## config.mk

```make
export PLATFORM = sky130hd
export DESIGN_NAME = sram_march_test_sequencer_flat
export DESIGN_NICKNAME = d
export VERILOG_FILES = /design/src/rtl/mts_pkg.sv /design/src/rtl/mts_ifs.sv /design/src/rtl/mts_cfg_regs.sv /design/src/rtl/mts_in_stage.sv /design/src/rtl/mts_engine.sv /design/src/rtl/sram_march_test_sequencer.sv /design/src/flat_wrapper.sv
export SDC_FILE = /design/constraint.sdc
export NUM_CORES = 1
export LEC_CHECK = 0
export ABC_AREA = 0
export BUFFER_PORTS_ARGS = -buffer_cell sky130_fd_sc_hd__buf_2
export CORE_MARGIN = 2
export CORE_UTILIZATION = 64
export DETAILED_ROUTE_END_ITERATION = 16
export PLACE_DENSITY = 0.92
export RECOVER_POWER = 50
export SLEW_MARGIN = 40
export SYNTH_ARGS = -nofsm -noshare
export SYNTH_HDL_FRONTEND = slang
export SYNTH_SLANG_ARGS = --single-unit
```

## constraint.sdc

```tcl
create_clock -name clk -period 14.6 [get_ports clk]
set_clock_uncertainty 0.1 [all_clocks]
set_input_delay 2.92 -clock clk [delete_from_list [all_inputs] [get_ports clk]]
set_output_delay 2.92 -clock clk [all_outputs]
set_load 0.02 [all_outputs]
```

## src/rtl/mts_pkg.sv

```systemverilog
`timescale 1ns / 1ps
// ----------------------------------------------------------------------------
// mts_pkg
// Types, codes and constant tables of the march test sequencer.
// ----------------------------------------------------------------------------
package mts_pkg;

    localparam int unsigned DATA_W      = 32;
    localparam int unsigned SIZE_W      = 19;
    localparam int unsigned CFG_IDX_W   = 1;
    localparam int unsigned SIZE_WORDS_MAX = (2 ** (SIZE_W - 2)) - 1;

    localparam logic [CFG_IDX_W-1:0] CFG_BASE_ADDR  = 1'd0;
    localparam logic [CFG_IDX_W-1:0] CFG_SIZE_BYTES = 1'd1;

    typedef enum logic [1:0] {
        CMD_NONE  = 2'd0,
        CMD_WRITE = 2'd1,
        CMD_READ  = 2'd2
    } cmd_kind_t;

    typedef logic [2:0] pass_t;

    localparam pass_t PASS_W0      = 3'd0;
    localparam pass_t PASS_R0W1R1  = 3'd1;
    localparam pass_t PASS_R1W0R0  = 3'd2;
    localparam pass_t PASS_R0W5R5  = 3'd3;
    localparam pass_t PASS_R5WAR5  = 3'd4;
    localparam pass_t PASS_ADDR_WR = 3'd5;
    localparam pass_t PASS_ADDR_RD = 3'd6;
    localparam pass_t PASS_END     = 3'd7;

    localparam logic [DATA_W-1:0] PAT_ZERO = 32'h0000_0000;
    localparam logic [DATA_W-1:0] PAT_ONES = 32'hFFFF_FFFF;
    localparam logic [DATA_W-1:0] PAT_5A   = 32'h5a5a_5a5a;
    localparam logic [DATA_W-1:0] PAT_A5   = 32'ha5a5_a5a5;

    typedef struct packed {
        logic              start_req;
        logic [DATA_W-1:0] read_data;
    } req_word_t;

    typedef struct packed {
        cmd_kind_t         cmd_kind;
        logic [DATA_W-1:0] cmd_addr;
        logic [DATA_W-1:0] cmd_wdata;
        logic              busy_res;
        logic              done_res;
        logic              failed;
        logic [DATA_W-1:0] fail_addr;
        logic [DATA_W-1:0] fail_data;
        logic [DATA_W-1:0] fail_expected;
    } rsp_word_t;

    // Input stage to engine
    typedef struct packed {
        logic      valid;
        req_word_t word;
    } req_stage_t;

    // Data of a march element: sub-op 0 is the leading read, 1 the write, 2 the read-back
    function automatic logic [DATA_W-1:0] march_data(input pass_t pass, input logic [1:0] sub);
        logic [DATA_W-1:0] d;
        d = PAT_ZERO;
        case (pass)
            PASS_R0W1R1: d = (sub == 2'd0) ? PAT_ZERO : PAT_ONES;
            PASS_R1W0R0: d = (sub == 2'd0) ? PAT_ONES : PAT_ZERO;
            PASS_R0W5R5: d = (sub == 2'd0) ? PAT_ZERO : PAT_5A;
            PASS_R5WAR5: d = (sub == 2'd0) ? PAT_5A   : PAT_A5;
            default:     d = PAT_ZERO;
        endcase
        return d;
    endfunction

endpackage

```

## src/rtl/mts_ifs.sv

```systemverilog
`timescale 1ns / 1ps
// ----------------------------------------------------------------------------
// mts_ifs
// Channel interfaces: request words, result words and register writes.
// ----------------------------------------------------------------------------
interface mts_req_if;
    logic                      valid;
    logic                      ready;
    logic                      start_req;
    logic [mts_pkg::DATA_W-1:0] read_data;

    modport source (output valid, output start_req, output read_data, input ready);
    modport sink   (input valid, input start_req, input read_data, output ready);
endinterface

interface mts_rsp_if;
    logic                      valid;
    logic                      ready;
    logic [1:0]                cmd_kind;
    logic [mts_pkg::DATA_W-1:0] cmd_addr;
    logic [mts_pkg::DATA_W-1:0] cmd_wdata;
    logic                      busy_res;
    logic                      done_res;
    logic                      failed;
    logic [mts_pkg::DATA_W-1:0] fail_addr;
    logic [mts_pkg::DATA_W-1:0] fail_data;
    logic [mts_pkg::DATA_W-1:0] fail_expected;

    modport source (output valid, output cmd_kind, output cmd_addr, output cmd_wdata,
                    output busy_res, output done_res, output failed, output fail_addr,
                    output fail_data, output fail_expected, input ready);
    modport sink   (input valid, input cmd_kind, input cmd_addr, input cmd_wdata,
                    input busy_res, input done_res, input failed, input fail_addr,
                    input fail_data, input fail_expected, output ready);
endinterface

interface mts_cfg_if;
    logic                         valid;
    logic                         ready;
    logic [mts_pkg::CFG_IDX_W-1:0] index;
    logic [mts_pkg::DATA_W-1:0]    wdata;

    modport source (output valid, output index, output wdata, input ready);
    modport sink   (input valid, input index, input wdata, output ready);
endinterface

```

## src/rtl/mts_cfg_regs.sv

```systemverilog
`timescale 1ns / 1ps
// ----------------------------------------------------------------------------
// mts_cfg_regs
// Base address and region size registers; size kept as a saturated word count.
// ----------------------------------------------------------------------------
module mts_cfg_regs #(
    parameter int unsigned MAX_WORDS = 65536
) (
    input  logic                   clk,
    input  logic                   rst_n,
    mts_cfg_if.sink                cfg,
    output logic [31:0]            base_word,
    output logic [$clog2(((MAX_WORDS < mts_pkg::SIZE_WORDS_MAX) ? MAX_WORDS
                          : mts_pkg::SIZE_WORDS_MAX) + 1)-1:0] word_count
);

    localparam int unsigned CAP = (MAX_WORDS < mts_pkg::SIZE_WORDS_MAX) ? MAX_WORDS
                                  : mts_pkg::SIZE_WORDS_MAX;
    localparam int unsigned CW  = $clog2(CAP + 1);
    localparam int unsigned SWW = mts_pkg::SIZE_W - 2;

    logic [29:0]   base_reg;
    logic [CW-1:0] wc_reg;
    logic [SWW-1:0] size_words;

    assign cfg.ready  = 1'b1;
    assign size_words = cfg.wdata[mts_pkg::SIZE_W-1:2];
    assign base_word  = {base_reg, 2'b00};
    assign word_count = wc_reg;

    always_ff @(posedge clk or negedge rst_n)
    begin
        if (!rst_n)
        begin
            base_reg <= '0;
            wc_reg   <= '0;
        end
        else if (cfg.valid)
        begin
            case (cfg.index)
                mts_pkg::CFG_BASE_ADDR:  base_reg <= cfg.wdata[31:2];
                mts_pkg::CFG_SIZE_BYTES:
                begin
                    if (size_words > SWW'(CAP))
                        wc_reg <= CW'(CAP);
                    else
                        wc_reg <= CW'(size_words);
                end
                default: ;
            endcase
        end
    end

endmodule

```

## src/rtl/mts_in_stage.sv

```systemverilog
`timescale 1ns / 1ps
// ----------------------------------------------------------------------------
// mts_in_stage
// Input register of the request channel.
// ----------------------------------------------------------------------------
module mts_in_stage (
    input  logic                clk,
    input  logic                rst_n,
    mts_req_if.sink             req,
    input  logic                take,
    output mts_pkg::req_stage_t stage
);

    logic               valid_reg;
    mts_pkg::req_word_t word_reg;

    assign req.ready   = !valid_reg || take;
    assign stage.valid = valid_reg;
    assign stage.word  = word_reg;

    always_ff @(posedge clk or negedge rst_n)
    begin
        if (!rst_n)
            valid_reg <= 1'b0;
        else if (req.ready)
            valid_reg <= req.valid;
    end

    always_ff @(posedge clk)
    begin
        if (req.ready && req.valid)
        begin
            word_reg.start_req <= req.start_req;
            word_reg.read_data <= req.read_data;
        end
    end

endmodule

```

## src/rtl/mts_engine.sv

```systemverilog
`timescale 1ns / 1ps
// ----------------------------------------------------------------------------
// mts_engine
// March state, one command per word, read check and result register.
// ----------------------------------------------------------------------------
module mts_engine #(
    parameter int unsigned MAX_WORDS = 65536
) (
    input  logic                clk,
    input  logic                rst_n,
    input  mts_pkg::req_stage_t stage,
    output logic                take,
    input  logic [31:0]         base_word,
    input  logic [$clog2(((MAX_WORDS < mts_pkg::SIZE_WORDS_MAX) ? MAX_WORDS
                          : mts_pkg::SIZE_WORDS_MAX) + 1)-1:0] word_count,
    mts_rsp_if.source           rsp
);

    localparam int unsigned CAP = (MAX_WORDS < mts_pkg::SIZE_WORDS_MAX) ? MAX_WORDS
                                  : mts_pkg::SIZE_WORDS_MAX;
    localparam int unsigned CW  = $clog2(CAP + 1);

    mts_pkg::pass_t pass_reg, pass_next;
    logic [CW-1:0]  widx_reg, widx_next;
    logic [1:0]     sub_reg, sub_next;
    logic           run_reg, run_next;
    logic           fin_reg, fin_next;
    logic           pend_reg, pend_next;
    logic [31:0]    paddr_reg, paddr_next;
    logic [31:0]    pexp_reg, pexp_next;
    logic           fail_reg, fail_next;
    logic [31:0]    faddr_reg, faddr_next;
    logic [31:0]    fdata_reg, fdata_next;
    logic [31:0]    fexp_reg, fexp_next;

    logic               ov_reg;
    mts_pkg::rsp_word_t out_reg;
    mts_pkg::rsp_word_t out_next;

    logic [CW-1:0]      idx_v;
    logic [1:0]         sub_v;
    logic [2:0]         ops_v;
    logic [31:0]        data_v;

    assign take = stage.valid && (!ov_reg || rsp.ready);

    always_comb
    begin
        pass_next  = pass_reg;
        widx_next  = widx_reg;
        sub_next   = sub_reg;
        run_next   = run_reg;
        fin_next   = fin_reg;
        pend_next  = pend_reg;
        paddr_next = paddr_reg;
        pexp_next  = pexp_reg;
        fail_next  = fail_reg;
        faddr_next = faddr_reg;
        fdata_next = fdata_reg;
        fexp_next  = fexp_reg;
        idx_v      = '0;
        sub_v      = '0;
        ops_v      = 3'd1;
        data_v     = '0;
        out_next   = '0;
        out_next.cmd_kind = mts_pkg::CMD_NONE;

        if (stage.word.start_req)
        begin
            pass_next  = mts_pkg::PASS_W0;
            widx_next  = '0;
            sub_next   = '0;
            run_next   = 1'b1;
            fin_next   = 1'b0;
            pend_next  = 1'b0;
            paddr_next = '0;
            pexp_next  = '0;
            fail_next  = 1'b0;
            faddr_next = '0;
            fdata_next = '0;
            fexp_next  = '0;
        end
        else if (run_reg && pend_reg)
        begin
            pend_next = 1'b0;
            if (stage.word.read_data != pexp_reg)
            begin
                fail_next  = 1'b1;
                faddr_next = paddr_reg;
                fdata_next = stage.word.read_data;
                fexp_next  = pexp_reg;
                run_next   = 1'b0;
                fin_next   = 1'b1;
            end
        end
        else
        begin
            pend_next = 1'b0;
        end

        if (run_next)
        begin
            // pass ended early (region shrank) or empty region
            if (pass_next != mts_pkg::PASS_END && widx_next >= word_count)
            begin
                widx_next = '0;
                sub_next  = '0;
                pass_next = (word_count == '0) ? mts_pkg::PASS_END : pass_next + 3'd1;
            end

            if (pass_next == mts_pkg::PASS_END)
            begin
                run_next = 1'b0;
                fin_next = 1'b1;
            end
            else
            begin
                idx_v = (pass_next <= mts_pkg::PASS_R1W0R0) ? widx_next
                        : word_count - CW'(1) - widx_next;
                out_next.cmd_addr = base_word + (32'(idx_v) << 2);

                case (pass_next)
                    mts_pkg::PASS_W0:
                    begin
                        out_next.cmd_kind = mts_pkg::CMD_WRITE;
                        data_v = mts_pkg::PAT_ZERO;
                    end
                    mts_pkg::PASS_ADDR_WR:
                    begin
                        out_next.cmd_kind = mts_pkg::CMD_WRITE;
                        data_v = out_next.cmd_addr;
                    end
                    mts_pkg::PASS_ADDR_RD:
                    begin
                        out_next.cmd_kind = mts_pkg::CMD_READ;
                        data_v = out_next.cmd_addr;
                    end
                    default:
                    begin
                        sub_v = (sub_next > 2'd2) ? 2'd2 : sub_next;
                        out_next.cmd_kind = (sub_v == 2'd1) ? mts_pkg::CMD_WRITE
                                            : mts_pkg::CMD_READ;
                        data_v = mts_pkg::march_data(pass_next, sub_v);
                    end
                endcase

                if (out_next.cmd_kind == mts_pkg::CMD_READ)
                begin
                    pend_next  = 1'b1;
                    paddr_next = out_next.cmd_addr;
                    pexp_next  = data_v;
                    out_next.cmd_wdata = '0;
                end
                else
                begin
                    out_next.cmd_wdata = data_v;
                end

                if (pass_next inside {[mts_pkg::PASS_R0W1R1:mts_pkg::PASS_R5WAR5]})
                    ops_v = 3'd3;
                else
                    ops_v = 3'd1;

                if ({1'b0, sub_next} + 3'd1 >= ops_v)
                begin
                    sub_next  = '0;
                    widx_next = widx_next + CW'(1);
                    if (widx_next >= word_count)
                    begin
                        widx_next = '0;
                        pass_next = pass_next + 3'd1;
                    end
                end
                else
                begin
                    sub_next = sub_next + 2'd1;
                end
            end
        end

        out_next.busy_res      = run_next;
        out_next.done_res      = fin_next;
        out_next.failed        = fail_next;
        out_next.fail_addr     = faddr_next;
        out_next.fail_data     = fdata_next;
        out_next.fail_expected = fexp_next;
    end

    always_ff @(posedge clk or negedge rst_n)
    begin
        if (!rst_n)
        begin
            pass_reg  <= mts_pkg::PASS_W0;
            widx_reg  <= '0;
            sub_reg   <= '0;
            run_reg   <= 1'b0;
            fin_reg   <= 1'b0;
            pend_reg  <= 1'b0;
            paddr_reg <= '0;
            pexp_reg  <= '0;
            fail_reg  <= 1'b0;
            faddr_reg <= '0;
            fdata_reg <= '0;
            fexp_reg  <= '0;
            ov_reg    <= 1'b0;
        end
        else
        begin
            if (take)
            begin
                pass_reg  <= pass_next;
                widx_reg  <= widx_next;
                sub_reg   <= sub_next;
                run_reg   <= run_next;
                fin_reg   <= fin_next;
                pend_reg  <= pend_next;
                paddr_reg <= paddr_next;
                pexp_reg  <= pexp_next;
                fail_reg  <= fail_next;
                faddr_reg <= faddr_next;
                fdata_reg <= fdata_next;
                fexp_reg  <= fexp_next;
                ov_reg    <= 1'b1;
            end
            else if (rsp.ready)
            begin
                ov_reg <= 1'b0;
            end
        end
    end

    always_ff @(posedge clk)
    begin
        if (take)
            out_reg <= out_next;
    end

    assign rsp.valid         = ov_reg;
    assign rsp.cmd_kind      = out_reg.cmd_kind;
    assign rsp.cmd_addr      = out_reg.cmd_addr;
    assign rsp.cmd_wdata     = out_reg.cmd_wdata;
    assign rsp.busy_res      = out_reg.busy_res;
    assign rsp.done_res      = out_reg.done_res;
    assign rsp.failed        = out_reg.failed;
    assign rsp.fail_addr     = out_reg.fail_addr;
    assign rsp.fail_data     = out_reg.fail_data;
    assign rsp.fail_expected = out_reg.fail_expected;

endmodule

```

## src/rtl/sram_march_test_sequencer.sv

```systemverilog
// Path: a request word passes the input register, then the state update into the
// result register; a stall on rsp can hold the word in the input register.
// Throughput: one word per cycle unless rsp stalls; march state steps once per word.
// Reset: all state cleared, registers zero, no word held; no access until start.
`timescale 1ns / 1ps
// ----------------------------------------------------------------------------
// sram_march_test_sequencer
// March test command sequencer over a word region with read checking.
// ----------------------------------------------------------------------------
module sram_march_test_sequencer #(
    parameter int unsigned MAX_WORDS = 65536
) (
    input  logic       clk,
    input  logic       rst_n,
    mts_cfg_if.sink    cfg,
    mts_req_if.sink    req,
    mts_rsp_if.source  rsp
);

    localparam int unsigned CAP = (MAX_WORDS < mts_pkg::SIZE_WORDS_MAX) ? MAX_WORDS
                                  : mts_pkg::SIZE_WORDS_MAX;
    localparam int unsigned CW  = $clog2(CAP + 1);

    logic [31:0]         base_word;
    logic [CW-1:0]       word_count;
    mts_pkg::req_stage_t stage;
    logic                take;

    mts_cfg_regs #(
        .MAX_WORDS (MAX_WORDS)
    ) u_cfg (
        .clk        (clk),
        .rst_n      (rst_n),
        .cfg        (cfg),
        .base_word  (base_word),
        .word_count (word_count)
    );

    mts_in_stage u_in (
        .clk   (clk),
        .rst_n (rst_n),
        .req   (req),
        .take  (take),
        .stage (stage)
    );

    mts_engine #(
        .MAX_WORDS (MAX_WORDS)
    ) u_engine (
        .clk        (clk),
        .rst_n      (rst_n),
        .stage      (stage),
        .take       (take),
        .base_word  (base_word),
        .word_count (word_count),
        .rsp        (rsp)
    );

endmodule

```

## src/flat_wrapper.sv

```systemverilog
// flat-port wrapper written by rule: the top's interface ports become plain ports
module sram_march_test_sequencer_flat 
#(
    parameter int unsigned MAX_WORDS = 65536
)
  (clk, rst_n, cfg_valid, cfg_index, cfg_wdata, cfg_ready, req_valid, req_start_req, req_read_data, req_ready, rsp_valid, rsp_cmd_kind, rsp_cmd_addr, rsp_cmd_wdata, rsp_busy_res, rsp_done_res, rsp_failed, rsp_fail_addr, rsp_fail_data, rsp_fail_expected, rsp_ready);
  mts_cfg_if cfg_i ();
  mts_req_if req_i ();
  mts_rsp_if rsp_i ();
  input  logic clk;
  input  logic rst_n;
  input wire logic [$bits(cfg_i.valid)-1:0] cfg_valid;
  input wire logic [$bits(cfg_i.index)-1:0] cfg_index;
  input wire logic [$bits(cfg_i.wdata)-1:0] cfg_wdata;
  output wire logic [$bits(cfg_i.ready)-1:0] cfg_ready;
  input wire logic [$bits(req_i.valid)-1:0] req_valid;
  input wire logic [$bits(req_i.start_req)-1:0] req_start_req;
  input wire logic [$bits(req_i.read_data)-1:0] req_read_data;
  output wire logic [$bits(req_i.ready)-1:0] req_ready;
  output wire logic [$bits(rsp_i.valid)-1:0] rsp_valid;
  output wire logic [$bits(rsp_i.cmd_kind)-1:0] rsp_cmd_kind;
  output wire logic [$bits(rsp_i.cmd_addr)-1:0] rsp_cmd_addr;
  output wire logic [$bits(rsp_i.cmd_wdata)-1:0] rsp_cmd_wdata;
  output wire logic [$bits(rsp_i.busy_res)-1:0] rsp_busy_res;
  output wire logic [$bits(rsp_i.done_res)-1:0] rsp_done_res;
  output wire logic [$bits(rsp_i.failed)-1:0] rsp_failed;
  output wire logic [$bits(rsp_i.fail_addr)-1:0] rsp_fail_addr;
  output wire logic [$bits(rsp_i.fail_data)-1:0] rsp_fail_data;
  output wire logic [$bits(rsp_i.fail_expected)-1:0] rsp_fail_expected;
  input wire logic [$bits(rsp_i.ready)-1:0] rsp_ready;
  assign cfg_i.valid = cfg_valid;
  assign cfg_i.index = cfg_index;
  assign cfg_i.wdata = cfg_wdata;
  assign cfg_ready = cfg_i.ready;
  assign req_i.valid = req_valid;
  assign req_i.start_req = req_start_req;
  assign req_i.read_data = req_read_data;
  assign req_ready = req_i.ready;
  assign rsp_valid = rsp_i.valid;
  assign rsp_cmd_kind = rsp_i.cmd_kind;
  assign rsp_cmd_addr = rsp_i.cmd_addr;
  assign rsp_cmd_wdata = rsp_i.cmd_wdata;
  assign rsp_busy_res = rsp_i.busy_res;
  assign rsp_done_res = rsp_i.done_res;
  assign rsp_failed = rsp_i.failed;
  assign rsp_fail_addr = rsp_i.fail_addr;
  assign rsp_fail_data = rsp_i.fail_data;
  assign rsp_fail_expected = rsp_i.fail_expected;
  assign rsp_i.ready = rsp_ready;
  sram_march_test_sequencer #(.MAX_WORDS(MAX_WORDS)) u_core (.clk(clk), .rst_n(rst_n), .cfg(cfg_i), .req(req_i), .rsp(rsp_i));
endmodule
```

==> results of run 1 <==
-- area by class of cell --
| cell class | count | area [um2] |
|---|---|---|
| multi-input combinational | 1495 | 8907 |
| clock buffer | 58 | 1182 |
| clock inverter | 22 | 326.6 |
| sequential | 431 | 11770 |
| inverter | 45 | 170.2 |
| timing repair buffer | 256 | 1318 |
| fill | 2036 | 8396 |
| tap | 442 | 553.0 |
-- layer usage --
metal | GRT usage [%] | vias up
met2 | 57.75 | 1379
met3 | 7.087 | 258
met5 | 0 | -
li1 | - | 7762
met4 | 20.63 | 0
met1 | 46.32 | 8672
-- stage by stage --
step / instance area (um2) / hold WS (ns) / total power [mW] / instances
6_report: 24220 / 0.3819 / 4.254 / 2749
4_1_cts: 24280 / 0.3828 / 4.204 / 2747
3_5_place_dp: 22770 / 0.3624 / 2.994 / 2667
2_1_floorplan: 21250 / 0.3422 / 2.571 / 2089
3_3_place_gp: 22710 / 0.3553 / 2.913 / 2666
5_1_grt: 24220 / 0.4095 / 4.421 / 2749
-- Yosys cell counts, drive strengths merged, types with 32 or more instances --
library cell / number
nand3: 88
nand2: 417
a21oi: 157
a21boi: 74
clkbuf: 96
inv: 44
xnor2: 32
nor2: 114
dfrtp: 235
o21ai: 170
edfxtp: 196
mux2: 34
ha: 80
xor2: 58
-- power groups by stage --
stage,clock [mW],sequential (mW),combinational [mW]
after global routing,1.23,1.76,1.43
after floorplan,0,1.79,0.785
after global placement,0,1.72,1.19
after CTS,1.19,1.73,1.29
final,1.19,1.75,1.32
after detailed placement,0,1.74,1.25
-- cells by family after synthesis --
family	after synthesis
buffers and inverters	163
flip-flops	431
other	2
adder cells (fa/ha/maj)	83
AO/OA/AOI/OAI	531
AND/OR/NAND/NOR	751
XOR/XNOR	90
multiplexers	37
-- worst register-to-register path: cells and delay by family, from the launching register on --
kind,cells,cell delay [ns]
AO/OA/AOI/OAI,2,0.44
AND/OR/NAND/NOR,3,3.20
buffers and inverters,2,4.14
flip-flops,1,0.39
-- worst paths after layout --
check / from / end / slack, ns / cells after the start
hold reg to reg: u_core.u_engine.fexp_reg[28]$_DFFE_PN0P_ / u_core.u_engine.fexp_reg[28]$_DFFE_PN0P_ / 0.38 / 2
min in group asynchronous: rst_n / u_core.u_engine.fdata_reg[12]$_DFFE_PN0P_ / 2.98 / 1
hold / removal: u_core.u_engine.fexp_reg[28]$_DFFE_PN0P_ / u_core.u_engine.fexp_reg[28]$_DFFE_PN0P_ / 0.38 / 2
max in group asynchronous: rst_n / u_core.u_cfg.base_reg[27]$_DFFE_PN0P_ / 6.17 / 4
setup / recovery: rsp_ready / u_core.u_engine.pexp_reg[12]$_DFFE_PN0P_ / 4.15 / 8
setup reg to reg: u_core.u_engine.rsp.valid$_DFFE_PN0P_ / u_core.u_engine.pexp_reg[12]$_DFFE_PN0P_ / 6.26 / 7
==> flow_summary.toml, run 1 <==
[yosys]
synth_top_family_by_area = "simple AND/OR/NAND/NOR gates"
synth_area_mm2 = 0.02124
syn_inst = 2088
synth_flop_cell = "dfrtp_1"
yosysUniqueCellTypes = 71
synth_compound_area_share_pct = 15.44
synth-simple-area-share_pct = 15.46
synth-seq-area-share_pct = 55.39
synth_warnings = 0
synth_fa_ha_area_share_pct = 4.994
synth-edff-count = 196
synth_xor_area_share_pct = 3.710
async_reset_ff_share_pct = 54.52
synth_mux_area_share_pct = 1.944
synth.avg_cell_area_um2 = 10.17
yosys.area.top_type_share_pct = 27.70
synth-seq-cells = 431
synth.area.top_cells = "edfxtp_1 28%, dfrtp_1 28%, nand2_1 7.4%, ha_1 4.7%, a21oi_1 3.7%"
synth_area_leader_cell = "edfxtp_1"

[drt]
top_layer = "met4"
drt_iter0_markers = 2205
route.detailed.drc = 0
dr_total_vias = 18071
totalWireLength_mm = 62.69
via_per_inst = 6.574
ant_nets = 0
wl_met3_mm = 6.699
drt-met1-wl_mm = 22.78
dr_wl_met2_mm = 29.56
drt-pass1-iter-count = 6
drt-wirelength-per-cell_um = 22.80

[timing]
max_freq_mhz = 95.66
setup_ws_ns = 4.147
finalCritPeriodShare_pct = 71.60
fin_tns_setup_ns = 0
worst_slew_margin_rel_pct = -238.8
rsz0062_at_grt = "false"
period_minus_slack_ns = 10.45
hold_viol_final = 0
worst_pin_slew_ns = 5.081
finalMaxSlewViolations = 577
setup_viol = 0

[die]
io_pins = 239
die_y_um = 186.2
initial_core_util_pct = 65.13
die_x_um = 186.2
placementRows = 66
die_area_mm2 = 0.03467
design.core.area_mm2 = 0.03262

[run_status]
outcome = "finished, violations left"
violations = "capacitance limit, slew limit"

[cells_and_area]
syn_to_final_growth_pct = 14.02
diodes = 0
layout_common_cells = "415 x nand2_1, 235 x dfrtp_1, 220 x buf_2, 196 x edfxtp_1, 157 x a21oi_1"
largest_reg_flops = 33
drive_gt1_share_pct = 15.60
final_util_pct = 74.26
fin_nets = 2426
final_common_cell = "nand2_1"

[placed_design]
place_ws_ns = 6.918
place_congestion = 0.9515
io_buffers = 233
dp.final_hpwl_mm = 40.38

[global_routing]
grt_max_degree = 124
antenna_found_initial = 2
grt_overflow = 0
first_global_vias = 17776
grt_pass1_wl_mm = 95.88
grt_use_total_pct = 36.05

[cts]
clk_latency_ns = 0.58
cts_setup_buffers = 0
root_buffer = "clkbuf_16"
post_cts_resized = 0
path_clk_slew_ns = 0.06
clock_sinks = 431
cts_buffer_depth = 3
cts_tree = "yes"
cts_max_level = 2
ctsHoldBuffers = 0
cts_buffers = 43

[hold_path]
hold_path_class = "register to register"

[power_and_ir_drop]
p_int_mw = 2.705
swShare_pct = 36.42
pwr-share-clk_pct = 27.9
power_density_mw_per_mm2 = 175.6
pwr-share-comb_pct = 31.1
power_leakage_nw = 10.43
power.share.sequential_pct = 41.0
ir_worst_vdd_mv = 0.1205
p_sw_mw = 1.549

[setup_path]
arrival_ns = 10.85
crit_path_end_kind = "register"
critPathMaxFanout = 102
critical-path-top-delay-family = "buffers and inverters"
slowest_delay_ns = 3.60
cp-start-kind = "input port"
path_cells = "buf_2, nand2b_1, nand2_1, clkinvlp_2, nand2_2, buf_4, a21boi_0, a31oi_1"
cp_slowest_cell = "clkinvlp_2"
path_buf_inv = 3
crit_required_ns = 15.00
path_class = "input port to register"

[job]
drv_cap = 9
Power figures use the tool's default switching activity.
==> inputs of run 2 (changes only) <==
--- a/config.mk
+++ b/config.mk
@@ -8,9 +8,9 @@
 export ABC_AREA = 0
 export BUFFER_PORTS_ARGS = -buffer_cell sky130_fd_sc_hd__buf_2
 export CORE_MARGIN = 2
-export CORE_UTILIZATION = 64
+export CORE_UTILIZATION = 59
 export DETAILED_ROUTE_END_ITERATION = 16
-export PLACE_DENSITY = 0.92
+export PLACE_DENSITY = 0.86
 export RECOVER_POWER = 50
 export SLEW_MARGIN = 40
 export SYNTH_ARGS = -nofsm -noshare
==> constraint.sdc (replaced) <==
create_clock -name clk -period 10.28 [get_ports clk]
set_clock_uncertainty 0.1 [all_clocks]
set_input_delay 2.056 -clock clk [delete_from_list [all_inputs] [get_ports clk]]
set_output_delay 2.056 -clock clk [all_outputs]
set_load 0.02 [all_outputs]
==> run 2 against run 1 <==
The run still ends with capacitance limit, slew limit left; die area increased by 8.3%; first-iteration DRC count decreased by 19%; clock-buffer cell count increased by 1; hold slack lost 0.0044 ns; register-to-register slack worse by 3.9 ns; wire length is 2.8% lower; sequential share of layout area about the same; power up 40%; critical path depth up 20; flip-flop and latch count did not move; final cell count up 0.91%; core utilization down 6.0 points; critical path type is now register to register; largest power group unchanged; highest routed layer unchanged.
==> flow_summary.toml, run 2 (same netlist as run 1, synthesis figures left out) <==
[run_status]
outcome = "finished, violations left"
violations = "capacitance limit, slew limit"

[global_routing]
grt_use_total_pct = 31.99
grt_overflow = 0
grt_max_degree = 124
grt_pass1_wl_mm = 94.59
antenna_found_initial = 1
first_global_vias = 17159

[setup_path]
cp-start-kind = "register"
critPathMaxFanout = 34
reg2reg_slack_ns = 2.40
slowest_delay_ns = 0.54
path_class = "register to register"
cpMostUsedCell = "a21oi_1"
crit_required_ns = 10.49
cp_slowest_cell = "a221oi_2"
crit_path_end_kind = "register"
arrival_ns = 8.09

[drt]
drt-pass1-iter-count = 6
drt-wirelength-per-cell_um = 21.97
dr_total_vias = 17558
drt_iter0_markers = 1788
totalWireLength_mm = 60.94
route.detailed.drc = 0
ant_nets = 0
via_per_inst = 6.329

[placed_design]
place_congestion = 0.9005
io_buffers = 233
dp.cells = 2691
dp.final_hpwl_mm = 40.45
post_dp_cell_area_mm2 = 0.02285
place_ws_ns = 2.552

[hold_path]
hold_path_class = "register to register"

[power_and_ir_drop]
power_mw = 5.950
power_leakage_nw = 10.35
ir_worst_vdd_mv = 0.1999
power_density_mw_per_mm2 = 245.6

[timing]
setup_viol = 0
hold_viol_final = 0
max_freq_mhz = 126.9
finalMaxSlewViolations = 369
finalCritPeriodShare_pct = 76.63
worst_pin_slew_ns = 4.941
fin_tns_setup_ns = 0
rsz0062_at_grt = "false"
worst_hold_slack_ns = 0.3775
period_minus_slack_ns = 7.878
setup_ws_ns = 2.402
worst_slew_margin_rel_pct = -229.4

[cells_and_area]
drive_gt1_share_pct = 14.18
syn_to_final_growth_pct = 14.04
final_util_pct = 68.28
fin_nets = 2431
fillers = 2481
final_area_mm2 = 0.02423
layout_common_cells = "416 x nand2_1, 235 x dfrtp_1, 196 x edfxtp_1, 180 x buf_2, 157 x a21oi_1"
layout.cells.non_filler = 2774
largest_reg_flops = 33
final_common_cell = "nand2_1"
diodes = 0

[die]
die_x_um = 193.8
io_pins = 239
die_y_um = 193.8
design.core.area_mm2 = 0.03548
initial_core_util_pct = 59.87
die_area_mm2 = 0.03754
placementRows = 69

[cts]
path_clk_slew_ns = 0.06
ctsHoldBuffers = 0
cts_setup_buffers = 0
post_cts_resized = 0
cts_tree = "yes"
cts_max_level = 2
clk_latency_ns = 0.58
clock_sinks = 431
cts_buffers = 44
cts_buffer_depth = 3
root_buffer = "clkbuf_16"

[job]
drv_cap = 7
run 2: worst max-delay path, delay by kind of cell (launching register included):
| family | cells | cell delay [ns] |
|---|---|---|
| AOI/OAI and AO/OA | 11 | 3.01 |
| and+or+nand+nor | 8 | 1.25 |
| adders and majority gates | 4 | 1.34 |
| xor gates and xnor gates | 3 | 0.81 |
| DFF | 1 | 0.34 |
| buffers and inverters | 2 | 0.73 |
run 2: path summary, 6_finish.rpt:
check,from,endpoint,depth (start not counted)
setup / recovery,u_core.u_in.stage[32]$_DFFE_PP_,u_core.u_engine.rsp.cmd_wdata[26]$_SDFFCE_PP0P_,28
hold / removal,u_core.u_engine.faddr_reg[23]$_DFFE_PN0P_,u_core.u_engine.faddr_reg[23]$_DFFE_PN0P_,2
setup reg to reg,u_core.u_in.stage[32]$_DFFE_PP_,u_core.u_engine.rsp.cmd_wdata[26]$_SDFFCE_PP0P_,28
hold reg to reg,u_core.u_engine.faddr_reg[23]$_DFFE_PN0P_,u_core.u_engine.faddr_reg[23]$_DFFE_PN0P_,2
max in group asynchronous,rst_n,u_core.u_engine.faddr_reg[28]$_DFFE_PN0P_,3
min in group asynchronous,rst_n,u_core.u_engine.fdata_reg[10]$_DFFE_PN0P_,1
run 2: metal layers:
metal  routed length, um  GRT usage (%)  vias to the layer above
met4                3324          16.34                        0
met1               22920          42.23                     8478
li1                    -              -                     7762
met2               28620          51.01                     1110
met3                6069          5.966                      208
met5                   0              0                        -
run 2: cell type report:
type / instances / area [um2] / share of cell area [%]
clock inverters: 23 / 224.0 / 0.9244
repair buffers: 260 / 1321 / 5.454
inverters: 45 / 181.4 / 0.7489
flip-flops and latches: 431 / 11770 / 48.57
multi-input cells: 1495 / 8907 / 36.77
well taps: 461 / 576.8 / 2.381
clock buffers: 59 / 1250 / 5.159
run 2: power by group:
group          switching [mW]  internal (mW)
Clock                   0.686          0.956
Combinational            1.23          0.621
Sequential              0.236           2.22
Total                    2.15           3.80
